<file path="src/rtl/npas_pkg.sv">
// shared types, constants and the cordic arctangent table for nearest_point_align_steer
// no dependencies

package npas_pkg;

  // coordinate and squared range widths
  localparam int COORD_WIDTH = 16;
  localparam int SQ_W        = 2 * COORD_WIDTH;
  localparam logic [SQ_W-1:0] MIN_RANGE_SQ = SQ_W'(100);

  // configuration register widths and reset values
  localparam int THR_W   = 15;
  localparam int ANG_W   = 16;
  localparam int SPEED_W = 15;
  localparam int THR_SQ_W = 2 * THR_W;
  localparam int CMP_W   = (SQ_W > THR_SQ_W) ? SQ_W : THR_SQ_W;

  localparam logic [THR_W-1:0]          THR_RESET   = THR_W'(1000);
  localparam logic signed [ANG_W-1:0]   TARGET_RESET = '0;
  localparam logic [ANG_W-1:0]          TOL_RESET   = ANG_W'(820);
  localparam logic [SPEED_W-1:0]        SPEED_RESET = SPEED_W'(4096);

  // configuration port
  localparam int CFG_IDX_W  = 8;
  localparam int CFG_DATA_W = 16;
  localparam logic [CFG_IDX_W-1:0] CFG_DIST_THR  = CFG_IDX_W'(0);
  localparam logic [CFG_IDX_W-1:0] CFG_TARGET    = CFG_IDX_W'(1);
  localparam logic [CFG_IDX_W-1:0] CFG_TOLERANCE = CFG_IDX_W'(2);
  localparam logic [CFG_IDX_W-1:0] CFG_SPEED     = CFG_IDX_W'(3);

  // cordic
  localparam int CORDIC_STEPS = 16;
  localparam int STEP_W    = $clog2(CORDIC_STEPS);
  localparam int TAB_IDX_W = 5;
  localparam int CX_W      = COORD_WIDTH + 3;
  localparam int CZ_W      = 20;
  localparam int AT_W      = CZ_W - 3;
  localparam int ERR_W     = 20;
  localparam logic signed [CZ_W-1:0] HALF_PI_Q16 = CZ_W'(102944);
  localparam logic signed [CZ_W-1:0] ROUND_Q13   = CZ_W'(4);

  // result codes
  typedef enum logic [1:0] {
    ST_NO_DATA  = 2'd0,
    ST_NO_SHORE = 2'd1,
    ST_ALIGNED  = 2'd2,
    ST_TURNING  = 2'd3
  } status_t;

  typedef enum logic [2:0] {
    S_SCAN,
    S_DRAIN,
    S_CHECK,
    S_CORDIC,
    S_ANGLE,
    S_DECIDE,
    S_OUT
  } state_t;

  typedef struct packed {
    logic    cordic_load;
    logic    cordic_step;
    logic    err_load;
    logic    result_load;
    status_t code;
  } ctrl_cmd_t;

  typedef struct packed {
    logic last_done;
    logic found;
    logic over_thr;
    logic step_last;
    logic aligned;
  } dp_stat_t;

  // round(atan(2^-i) * 2^16)
  function automatic logic signed [CZ_W-1:0] atan_tab(input logic [TAB_IDX_W-1:0] i);
    logic signed [CZ_W-1:0] v;
    unique case (i)
      5'd0:    v = CZ_W'(51472);
      5'd1:    v = CZ_W'(30386);
      5'd2:    v = CZ_W'(16055);
      5'd3:    v = CZ_W'(8150);
      5'd4:    v = CZ_W'(4091);
      5'd5:    v = CZ_W'(2047);
      5'd6:    v = CZ_W'(1024);
      5'd7:    v = CZ_W'(512);
      5'd8:    v = CZ_W'(256);
      5'd9:    v = CZ_W'(128);
      5'd10:   v = CZ_W'(64);
      5'd11:   v = CZ_W'(32);
      5'd12:   v = CZ_W'(16);
      5'd13:   v = CZ_W'(8);
      5'd14:   v = CZ_W'(4);
      5'd15:   v = CZ_W'(2);
      5'd16:   v = CZ_W'(1);
      default: v = '0;
    endcase
    return v;
  endfunction

endpackage

</file>
<file path="src/rtl/npas_in_if.sv">
// scan point channel: valid, ready and one point per beat
// depends on npas_pkg

interface npas_in_if;
  logic                                    valid;
  logic                                    ready;
  logic signed [npas_pkg::COORD_WIDTH-1:0] point_x;
  logic signed [npas_pkg::COORD_WIDTH-1:0] point_y;
  logic                                    last_point;

  modport source(output valid, point_x, point_y, last_point, input ready);
  modport sink(input valid, point_x, point_y, last_point, output ready);
endinterface

</file>
<file path="src/rtl/npas_out_if.sv">
// result channel: valid, ready, status and rotation command per beat
// depends on npas_pkg

interface npas_out_if;
  logic               valid;
  logic               ready;
  npas_pkg::status_t  status;
  logic signed [15:0] rotation_command;

  modport source(output valid, status, rotation_command, input ready);
  modport sink(input valid, status, rotation_command, output ready);
endinterface

</file>
<file path="src/rtl/npas_cfg_if.sv">
// configuration write channel: valid, ready, register index and write data
// depends on npas_pkg

interface npas_cfg_if;
  logic                                 valid;
  logic                                 ready;
  logic [npas_pkg::CFG_IDX_W-1:0]       index;
  logic [npas_pkg::CFG_DATA_W-1:0]      data;

  modport source(output valid, index, data, input ready);
  modport sink(input valid, index, data, output ready);
endinterface

</file>
<file path="src/rtl/nearest_point_align_steer.sv">
// top level of the nearest point alignment steering block
// depends on npas_pkg, npas_in_if, npas_out_if, npas_cfg_if, npas_ctrl, npas_dp
//
// usage
//   in_ch carries scan points (point_x, point_y in mm) with last_point on the final
//   point of a scan; one beat per cycle is taken while a scan streams in
//   each point goes through a two stage squared range pipeline (square, then add and
//   compare against the running minimum), so the nearest point above 10 mm is kept
//   the beat with last_point drops in_ch.ready until the scan's result is taken
//   out_ch then carries one beat per scan: status and rotation_command
//   out_ch.valid rises once the control has gone from S_DRAIN through S_CHECK to S_OUT
//   for no data or no shore; when the bearing is needed it first runs CORDIC_STEPS
//   rotations in S_CORDIC, one rotation per cycle, then S_ANGLE and S_DECIDE
//   the first point of the next scan can be taken in the cycle after the result beat
//   if out_ch.ready is low the result holds in its output register and no new scan
//   starts until it is taken
//   cfg_ch is always ready; registers are index 0 distance threshold, 1 target angle,
//   2 angle tolerance, 3 turn speed; other indexes are ignored
//   synchronous reset (rst_n low) restores the register defaults, clears the running
//   minimum and the found flag, and empties the pipeline and result channel

module nearest_point_align_steer (
  input  logic              clk,
  input  logic              rst_n,
  npas_in_if.sink           in_ch,
  npas_out_if.source        out_ch,
  npas_cfg_if.sink          cfg_ch
);

  npas_pkg::ctrl_cmd_t cmd;
  npas_pkg::dp_stat_t  stat;
  logic                in_ready;
  logic                out_valid;
  logic                in_acc;

  // config writes never stall
  assign cfg_ch.ready = 1'b1;

  assign in_ch.ready = in_ready;
  assign in_acc      = in_ch.valid && in_ready;

  assign out_ch.valid = out_valid;

  // sequencing: scan, drain the range pipeline, check, cordic, decide, hand off
  npas_ctrl u_ctrl (
    .clk           (clk),
    .rst_n         (rst_n),
    .in_valid      (in_ch.valid),
    .in_last_point (in_ch.last_point),
    .in_ready      (in_ready),
    .out_valid     (out_valid),
    .out_ready     (out_ch.ready),
    .stat          (stat),
    .cmd           (cmd)
  );

  // arithmetic and all storage but the control state register
  npas_dp u_dp (
    .clk        (clk),
    .rst_n      (rst_n),
    .in_acc     (in_acc),
    .in_x       (in_ch.point_x),
    .in_y       (in_ch.point_y),
    .in_last    (in_ch.last_point),
    .cfg_we     (cfg_ch.valid),
    .cfg_idx    (cfg_ch.index),
    .cfg_data   (cfg_ch.data),
    .cmd        (cmd),
    .stat       (stat),
    .out_status (out_ch.status),
    .out_rot    (out_ch.rotation_command)
  );

endmodule

</file>
<file path="src/rtl/npas_ctrl.sv">
// control state machine: scan, drain, range check, cordic run, decision, result hand-off
// depends on npas_pkg

module npas_ctrl (
  input  logic                clk,
  input  logic                rst_n,
  input  logic                in_valid,
  input  logic                in_last_point,
  output logic                in_ready,
  output logic                out_valid,
  input  logic                out_ready,
  input  npas_pkg::dp_stat_t  stat,
  output npas_pkg::ctrl_cmd_t cmd
);

  npas_pkg::state_t state_r, state_nxt;

  always_ff @(posedge clk) begin
    if (!rst_n) begin
      state_r <= npas_pkg::S_SCAN;
    end else begin
      state_r <= state_nxt;
    end
  end

  always_comb begin
    state_nxt       = state_r;
    in_ready        = 1'b0;
    out_valid       = 1'b0;
    cmd.cordic_load = 1'b0;
    cmd.cordic_step = 1'b0;
    cmd.err_load    = 1'b0;
    cmd.result_load = 1'b0;
    cmd.code        = npas_pkg::ST_NO_DATA;
    unique case (state_r)
      npas_pkg::S_SCAN: begin
        in_ready = 1'b1;
        if (in_valid && in_last_point) begin
          state_nxt = npas_pkg::S_DRAIN;
        end
      end
      npas_pkg::S_DRAIN: begin
        if (stat.last_done) begin
          state_nxt = npas_pkg::S_CHECK;
        end
      end
      npas_pkg::S_CHECK: begin
        if (!stat.found) begin
          cmd.result_load = 1'b1;
          cmd.code        = npas_pkg::ST_NO_DATA;
          state_nxt       = npas_pkg::S_OUT;
        end else if (stat.over_thr) begin
          cmd.result_load = 1'b1;
          cmd.code        = npas_pkg::ST_NO_SHORE;
          state_nxt       = npas_pkg::S_OUT;
        end else begin
          cmd.cordic_load = 1'b1;
          state_nxt       = npas_pkg::S_CORDIC;
        end
      end
      npas_pkg::S_CORDIC: begin
        cmd.cordic_step = 1'b1;
        if (stat.step_last) begin
          state_nxt = npas_pkg::S_ANGLE;
        end
      end
      npas_pkg::S_ANGLE: begin
        cmd.err_load = 1'b1;
        state_nxt    = npas_pkg::S_DECIDE;
      end
      npas_pkg::S_DECIDE: begin
        cmd.result_load = 1'b1;
        cmd.code        = stat.aligned ? npas_pkg::ST_ALIGNED : npas_pkg::ST_TURNING;
        state_nxt       = npas_pkg::S_OUT;
      end
      npas_pkg::S_OUT: begin
        out_valid = 1'b1;
        if (out_ready) begin
          state_nxt = npas_pkg::S_SCAN;
        end
      end
      default: begin
        state_nxt = npas_pkg::S_SCAN;
      end
    endcase
  end

endmodule

</file>
<file path="src/rtl/npas_dp.sv">
// datapath: config registers, squared range pipeline, nearest point, cordic, result register
// depends on npas_pkg

module npas_dp (
  input  logic                                    clk,
  input  logic                                    rst_n,
  input  logic                                    in_acc,
  input  logic signed [npas_pkg::COORD_WIDTH-1:0] in_x,
  input  logic signed [npas_pkg::COORD_WIDTH-1:0] in_y,
  input  logic                                    in_last,
  input  logic                                    cfg_we,
  input  logic [npas_pkg::CFG_IDX_W-1:0]          cfg_idx,
  input  logic [npas_pkg::CFG_DATA_W-1:0]         cfg_data,
  input  npas_pkg::ctrl_cmd_t                     cmd,
  output npas_pkg::dp_stat_t                      stat,
  output npas_pkg::status_t                       out_status,
  output logic signed [15:0]                      out_rot
);

  localparam int CW = npas_pkg::COORD_WIDTH;

  // config registers
  logic [npas_pkg::THR_W-1:0]        thr_r;
  logic signed [npas_pkg::ANG_W-1:0] target_r;
  logic [npas_pkg::ANG_W-1:0]        tol_r;
  logic [npas_pkg::SPEED_W-1:0]      speed_r;
  logic [npas_pkg::THR_SQ_W-1:0]     thr_sq_r;

  always_ff @(posedge clk) begin
    if (!rst_n) begin
      thr_r    <= npas_pkg::THR_RESET;
      target_r <= npas_pkg::TARGET_RESET;
      tol_r    <= npas_pkg::TOL_RESET;
      speed_r  <= npas_pkg::SPEED_RESET;
    end else if (cfg_we) begin
      unique case (cfg_idx)
        npas_pkg::CFG_DIST_THR:  thr_r    <= cfg_data[npas_pkg::THR_W-1:0];
        npas_pkg::CFG_TARGET:    target_r <= signed'(cfg_data[npas_pkg::ANG_W-1:0]);
        npas_pkg::CFG_TOLERANCE: tol_r    <= cfg_data[npas_pkg::ANG_W-1:0];
        npas_pkg::CFG_SPEED:     speed_r  <= cfg_data[npas_pkg::SPEED_W-1:0];
        default: ;
      endcase
    end
  end

  // threshold squared, refreshed every cycle
  always_ff @(posedge clk) begin
    thr_sq_r <= thr_r * thr_r;
  end

  // stage 1: squares
  logic signed [npas_pkg::SQ_W-1:0] sqx, sqy;
  logic                             p1_vld_r, p1_last_r;
  logic [npas_pkg::SQ_W-1:0]        p1_sqx_r, p1_sqy_r;
  logic signed [CW-1:0]             p1_x_r, p1_y_r;

  assign sqx = in_x * in_x;
  assign sqy = in_y * in_y;

  always_ff @(posedge clk) begin
    if (!rst_n) begin
      p1_vld_r <= 1'b0;
    end else begin
      p1_vld_r <= in_acc;
    end
  end

  always_ff @(posedge clk) begin
    if (in_acc) begin
      p1_sqx_r  <= unsigned'(sqx);
      p1_sqy_r  <= unsigned'(sqy);
      p1_x_r    <= in_x;
      p1_y_r    <= in_y;
      p1_last_r <= in_last;
    end
  end

  // stage 2: sum and running minimum
  logic [npas_pkg::SQ_W-1:0] r2;
  logic [npas_pkg::SQ_W-1:0] best_r2_r;
  logic signed [CW-1:0]      best_x_r, best_y_r;
  logic                      found_r;
  logic                      take;

  assign r2   = p1_sqx_r + p1_sqy_r;
  assign take = p1_vld_r && (r2 > npas_pkg::MIN_RANGE_SQ) && (r2 < best_r2_r);

  always_ff @(posedge clk) begin
    if (!rst_n) begin
      best_r2_r <= '1;
      found_r   <= 1'b0;
      best_x_r  <= '0;
      best_y_r  <= '0;
    end else if (cmd.result_load) begin
      best_r2_r <= '1;
      found_r   <= 1'b0;
    end else if (take) begin
      best_r2_r <= r2;
      found_r   <= 1'b1;
      best_x_r  <= p1_x_r;
      best_y_r  <= p1_y_r;
    end
  end

  // cordic, vectoring mode
  logic signed [npas_pkg::CX_W-1:0] cx_r, cy_r, bx, by, dx, dy;
  logic signed [npas_pkg::CZ_W-1:0] cz_r, tab, z_rnd;
  logic [npas_pkg::STEP_W-1:0]      step_r;

  assign bx  = npas_pkg::CX_W'(best_x_r);
  assign by  = npas_pkg::CX_W'(best_y_r);
  assign dx  = cy_r >>> step_r;
  assign dy  = cx_r >>> step_r;
  assign tab = npas_pkg::atan_tab(npas_pkg::TAB_IDX_W'(step_r));

  always_ff @(posedge clk) begin
    if (cmd.cordic_load) begin
      step_r <= '0;
      if (best_x_r < 0) begin
        if (best_y_r >= 0) begin
          cx_r <= by;
          cy_r <= -bx;
          cz_r <= npas_pkg::HALF_PI_Q16;
        end else begin
          cx_r <= -by;
          cy_r <= bx;
          cz_r <= -npas_pkg::HALF_PI_Q16;
        end
      end else begin
        cx_r <= bx;
        cy_r <= by;
        cz_r <= '0;
      end
    end else if (cmd.cordic_step) begin
      step_r <= step_r + 1'b1;
      if (cy_r > 0) begin
        cx_r <= cx_r + dx;
        cy_r <= cy_r - dy;
        cz_r <= cz_r + tab;
      end else begin
        cx_r <= cx_r - dx;
        cy_r <= cy_r + dy;
        cz_r <= cz_r - tab;
      end
    end
  end

  // error = target - bearing = target + atan2
  logic signed [npas_pkg::ERR_W-1:0] err_r, err_mag;
  logic signed [npas_pkg::AT_W-1:0]  atan_q13;

  assign z_rnd    = cz_r + npas_pkg::ROUND_Q13;
  assign atan_q13 = z_rnd[npas_pkg::CZ_W-1:3];

  always_ff @(posedge clk) begin
    if (cmd.err_load) begin
      err_r <= npas_pkg::ERR_W'(target_r) + npas_pkg::ERR_W'(atan_q13);
    end
  end

  assign err_mag = (err_r < 0) ? -err_r : err_r;

  // result register
  logic signed [15:0] speed_s;
  npas_pkg::status_t  status_r;
  logic signed [15:0] rot_r;

  assign speed_s = signed'(16'(speed_r));

  always_ff @(posedge clk) begin
    if (cmd.result_load) begin
      status_r <= cmd.code;
      if (cmd.code == npas_pkg::ST_TURNING) begin
        rot_r <= (err_r > 0) ? -speed_s : speed_s;
      end else begin
        rot_r <= '0;
      end
    end
  end

  assign out_status = status_r;
  assign out_rot    = rot_r;

  assign stat.last_done = p1_vld_r && p1_last_r;
  assign stat.found     = found_r;
  assign stat.over_thr  = npas_pkg::CMP_W'(best_r2_r) > npas_pkg::CMP_W'(thr_sq_r);
  assign stat.step_last = (step_r == npas_pkg::STEP_W'(npas_pkg::CORDIC_STEPS - 1));
  assign stat.aligned   = err_mag < npas_pkg::ERR_W'(tol_r);

endmodule
</file>
<file path="src/flat_wrapper.sv">
// flat-port wrapper written by rule: the top's interface ports become plain ports
module nearest_point_align_steer_flat 
  (clk, rst_n, in_ch_valid, in_ch_point_x, in_ch_point_y, in_ch_last_point, in_ch_ready, out_ch_valid, out_ch_status, out_ch_rotation_command, out_ch_ready, cfg_ch_valid, cfg_ch_index, cfg_ch_data, cfg_ch_ready);
  npas_in_if in_ch_i ();
  npas_out_if out_ch_i ();
  npas_cfg_if cfg_ch_i ();
  input  logic clk;
  input  logic rst_n;
  input wire logic [$bits(in_ch_i.valid)-1:0] in_ch_valid;
  input wire logic [$bits(in_ch_i.point_x)-1:0] in_ch_point_x;
  input wire logic [$bits(in_ch_i.point_y)-1:0] in_ch_point_y;
  input wire logic [$bits(in_ch_i.last_point)-1:0] in_ch_last_point;
  output wire logic [$bits(in_ch_i.ready)-1:0] in_ch_ready;
  output wire logic [$bits(out_ch_i.valid)-1:0] out_ch_valid;
  output wire logic [$bits(out_ch_i.status)-1:0] out_ch_status;
  output wire logic [$bits(out_ch_i.rotation_command)-1:0] out_ch_rotation_command;
  input wire logic [$bits(out_ch_i.ready)-1:0] out_ch_ready;
  input wire logic [$bits(cfg_ch_i.valid)-1:0] cfg_ch_valid;
  input wire logic [$bits(cfg_ch_i.index)-1:0] cfg_ch_index;
  input wire logic [$bits(cfg_ch_i.data)-1:0] cfg_ch_data;
  output wire logic [$bits(cfg_ch_i.ready)-1:0] cfg_ch_ready;
  assign in_ch_i.valid = in_ch_valid;
  assign in_ch_i.point_x = in_ch_point_x;
  assign in_ch_i.point_y = in_ch_point_y;
  assign in_ch_i.last_point = in_ch_last_point;
  assign in_ch_ready = in_ch_i.ready;
  assign out_ch_valid = out_ch_i.valid;
  assign out_ch_status = out_ch_i.status;
  assign out_ch_rotation_command = out_ch_i.rotation_command;
  assign out_ch_i.ready = out_ch_ready;
  assign cfg_ch_i.valid = cfg_ch_valid;
  assign cfg_ch_i.index = cfg_ch_index;
  assign cfg_ch_i.data = cfg_ch_data;
  assign cfg_ch_ready = cfg_ch_i.ready;
  nearest_point_align_steer u_core (.clk(clk), .rst_n(rst_n), .in_ch(in_ch_i), .out_ch(out_ch_i), .cfg_ch(cfg_ch_i));
endmodule
</file>
<file path="config.mk">
export PLATFORM = sky130hd
export DESIGN_NAME = nearest_point_align_steer_flat
export DESIGN_NICKNAME = d
export VERILOG_FILES = /design/src/rtl/npas_pkg.sv /design/src/rtl/npas_in_if.sv /design/src/rtl/npas_out_if.sv /design/src/rtl/npas_cfg_if.sv /design/src/rtl/nearest_point_align_steer.sv /design/src/rtl/npas_ctrl.sv /design/src/rtl/npas_dp.sv /design/src/flat_wrapper.sv
export SDC_FILE = /design/constraint.sdc
export NUM_CORES = 2
export LEC_CHECK = 0
export ABC_AREA = 0
export BUFFER_PORTS_ARGS = -buffer_cell sky130_fd_sc_hd__buf_2
export CORE_UTILIZATION = 40
export CTS_BUF_LIST = sky130_fd_sc_hd__clkbuf_8
export DETAILED_ROUTE_END_ITERATION = 16
export PLACE_DENSITY = 0.51
export RECOVER_POWER = 100
export SETUP_SLACK_MARGIN = 0.05
export SLEW_MARGIN = 20
export SYNTH_ARGS = -nofsm -noshare
export SYNTH_HDL_FRONTEND = slang
export SYNTH_SLANG_ARGS = --single-unit
</file>
<file path="constraint.sdc">
create_clock -name clk -period 7.4 [get_ports clk]
set_input_delay 0.37 -clock clk [delete_from_list [all_inputs] [get_ports clk]]
set_output_delay 0.37 -clock clk [all_outputs]
set_load 0.05 [all_outputs]
</file>
==> metrics <==
global-route wire length before repair approximately 190 mm; synth top area cells fa_1 26%, ha_1 12%, edfxtp_1 12%, inv_1 7.9%, dfxtp_1 7.6%; CP required a little under 8 ns; number of flops mapped to enable cells by yosys between 150 and 200; Leakage about 24 nW; initial antenna violation count 6; Yosys reg bits 367; Worst path depth 24; dominant cell by count in the synthesized netlist inv_1; Worst Path Arrival around 7.3 ns; hpwl dp ~93 mm; final instance area roughly 51,000 um^2; Min Hold Slack 0.0486 ns; Final Util 43.6%; # H-tree levels 3; Top FF cell, synth edfxtp_1; crit-path cells clkbuf_1 > and2_1 > inv_1 > fa_1 > inv_1 > fa_1 > inv_1 > fa_1 > inv_1 > fa_1 > fa_1 > inv_1 > fa_1 > inv_1 > ha_1 > or2_2 > a2111oi_0 > o211ai_1 > a31oi_1 > o21ai_0 > o211ai_1 > nand2b_1 > a21oi_1 > xor2_1; port buffer count about 80; DR iter-0 viols around 1,600; Total Nets Final between 6,000 and 7,000; DRT antenna net count 0; Net Count, Synth between 6,000 and 7,000; PostCTS Resize Cnt 0; cells on worst reg2reg path 22; Least-Margin Pin Slew approximately 3.0 ns; clk slew on worst S/H paths approximately 0.06 ns; GRT Resource Usage Total roughly 20%; # Max-Cap Violations 5; cell count after synthesis about 5,100; period utilization 92.4%; clock skew just under 0.06 ns; share of cells above drive strength 1 5.44%; post-DR vias/cell 5.04; crit end category flop; Worst Path Buf+Inv 7; largest fanout on the critical path 20; Worst setup SP type primary input; dpl cell area around 49,000 um^2; fmax between 100 and 150 MHz; vias in the first global route 35,518; hold path cells 3; clk sinks about 370; cell taking the most area after synthesis fa_1; WS Path Type in2reg; Worst Hold Class in2reg; fin. max-slew vios around 230; failing checks max-capacitance violations, max-slew violations; outcome finished with violations; CTS tree built; CP peak stage delay ~0.73 ns; area grow syn2layout 7.67%; number of buffers on the longest clock path 3; GRT overflow 0; Setup TNS 0 ns; Clock Latency Late Sink a little over 0.7 ns; die area around 120,000 um^2; Critical Path Slowest Stage Cell clkbuf_1; DR DRC count 0; Root Driver clkbuf_8; RSZ-0062 raised after global routing false; Slew headroom -97.7%; num ports between 80 and 90; cts bufs inserted 74; Syn Area/Cell 9.32 um^2; Post-Syn Area about 47,000 um^2; Final Hold Viols 0; # setup viols final 0; Rows roughly 130; Yosys warning total 0; Initial Util between 40% and 50%; Placeable Area between 100,000 and 150,000 um^2; DRT Wirelength between 100 and 150 mm; asr flop ratio synth 0%; largest net degree at the start of global routing 76; Final Wtd Congestion 0.880; cell family with most CP delay adder cells; drt first pass iters 6; via count 33,940; top-area cell type share of the netlist area around a quarter; final worst path period need approximately 6.8 ns; Worst VDD drop ~0.70 mV; Power Density 452 nW/um^2; distinct cell type count after synthesis between 80 and 90; Die Ht between 300 and 400 um; Die W around 350 um; post-synthesis sequential area ratio slightly below 20%; Synth top cells by count 1,001 x inv_1, 609 x fa_1, 495 x nand2_1; average wire per standard cell between 15 and 20 um
==> kinds of logic after synthesis <==
family	count (synthesis)	synth area share, %
AO/OA/AOI/OAI	748	10.3
XOR/XNOR	311	5.75
adder cells (fa/ha/maj)	1072	38.0
buffers and inverters	1168	9.39
flip-flops	367	19.5
multiplexers	168	4.74
other	1	0.00792
AND/OR/NAND/NOR	1242	12.4
==> what timing repair did <==
item / in CTS / in global routing
hold buffers: 18 / 0
endpoints found under the hold margin: 25 / 0
setup buffers: 0 / 0
==> layout by cell type (no fill, tap or decap), types with 66 or more instances in the layout <==
cell and count:
a21oi_1 189, o21ai_0 164, and2_1 128, dfxtp_1 178
a21o_1 90, xnor2_1 204, xor2_1 107, fa_1 609
mux2i_1 107, inv_1 1026, nor2_1 239, edfxtp_1 187
clkbuf_8 90, nand3_1 66, nor2b_1 75, ha_1 463
o211ai_1 69, nand2_1 495
==> worst reg2reg max path, cell delays in order (launching register included) <==
cell,delay (ns)
dfxtp_1,0.85
and2_1,0.28
inv_1,0.07
fa_1,0.42
fa_1,0.54
inv_1,0.05
fa_1,0.49
fa_1,0.51
fa_1,0.51
inv_1,0.07
fa_1,0.51
inv_1,0.05
ha_1,0.36
a21oi_1,0.22
nand3b_1,0.10
o21ai_0,0.17
clkbuf_1,0.23
o2111ai_1,0.21
a31oi_1,0.36
o21ai_0,0.17
a21oi_1,0.26
a21oi_1,0.12
xnor2_1,0.14
==> final timing paths <==
| kind | from | end | slack [ns] |
|---|---|---|---|
| worst min register to register | u_core.u_dp.best_y_r[15] | u_core.u_dp.best_y_r[15] | 0.46 |
| worst max-delay path | in_ch_point_x[5] | u_core.u_dp.p1_sqx_r[31] | 0.56 |
| worst min-delay path | cfg_ch_data[2] | u_core.u_dp.tol_r[2] | 0.05 |
| worst max register to register | u_core.u_dp.thr_r[5] | u_core.u_dp.thr_sq_r[29] | 0.59 |
==> routing by layer <==
metal / up-vias / share of wire, % / GRT usage (%) / wire [um]
li1: 16608 / - / - / -
met1: 16721 / 43 / 24.9 / 49500
met2: 477 / 51 / 35.6 / 59000
met3: 130 / 3.5 / 2.52 / 4090
met4: 4 / 2.2 / 4.89 / 2580
met5: - / 0.023 / 0 / 26
==> sequential cells by signal (all words and copies together), names as in the netlist, 18 cells and up <==
signal,count
u_core.u_dp.err_r,18
u_core.u_dp.thr_sq_r,29
u_core.u_dp.best_r2_r,32
u_core.u_dp.p1_sqy_r,31
u_core.u_dp.cx_r,19
u_core.u_dp.p1_sqx_r,31
u_core.u_dp.cz_r,20
u_core.u_dp.cy_r,19
==> power by group <==
part / internal [mW] / switching [mW] / leakage, nW / total, mW
registers: 3.30 / 0.240 / 3.18 / 3.54
clock network: 1.18 / 0.977 / 0.868 / 2.15
logic: 7.45 / 9.92 / 20.2 / 17.4
==> stage by stage <==
stage	cells	power, mW	setup WS [ns]
2_1_floorplan	5077	16.9	0.800
3_3_place_gp	6572	21.1	0.415
3_5_place_dp	6572	21.1	0.332
4_1_cts	6725	23.4	0.736
5_1_grt	6729	25.8	0.217
6_report	6729	23.1	0.564
==> cell type report <==
class                      instances  area (um^2)
fill                           11550        65900
multi-input combinational       3542        33700
sequential                       367         9220
inverter                        1001         3760
tap                             1524         1910
clock buffer                      90         1240
timing repair buffer             156          900
clock inverter                    45          264
antenna                            4         10.0
Power figures use the tool's default switching activity.
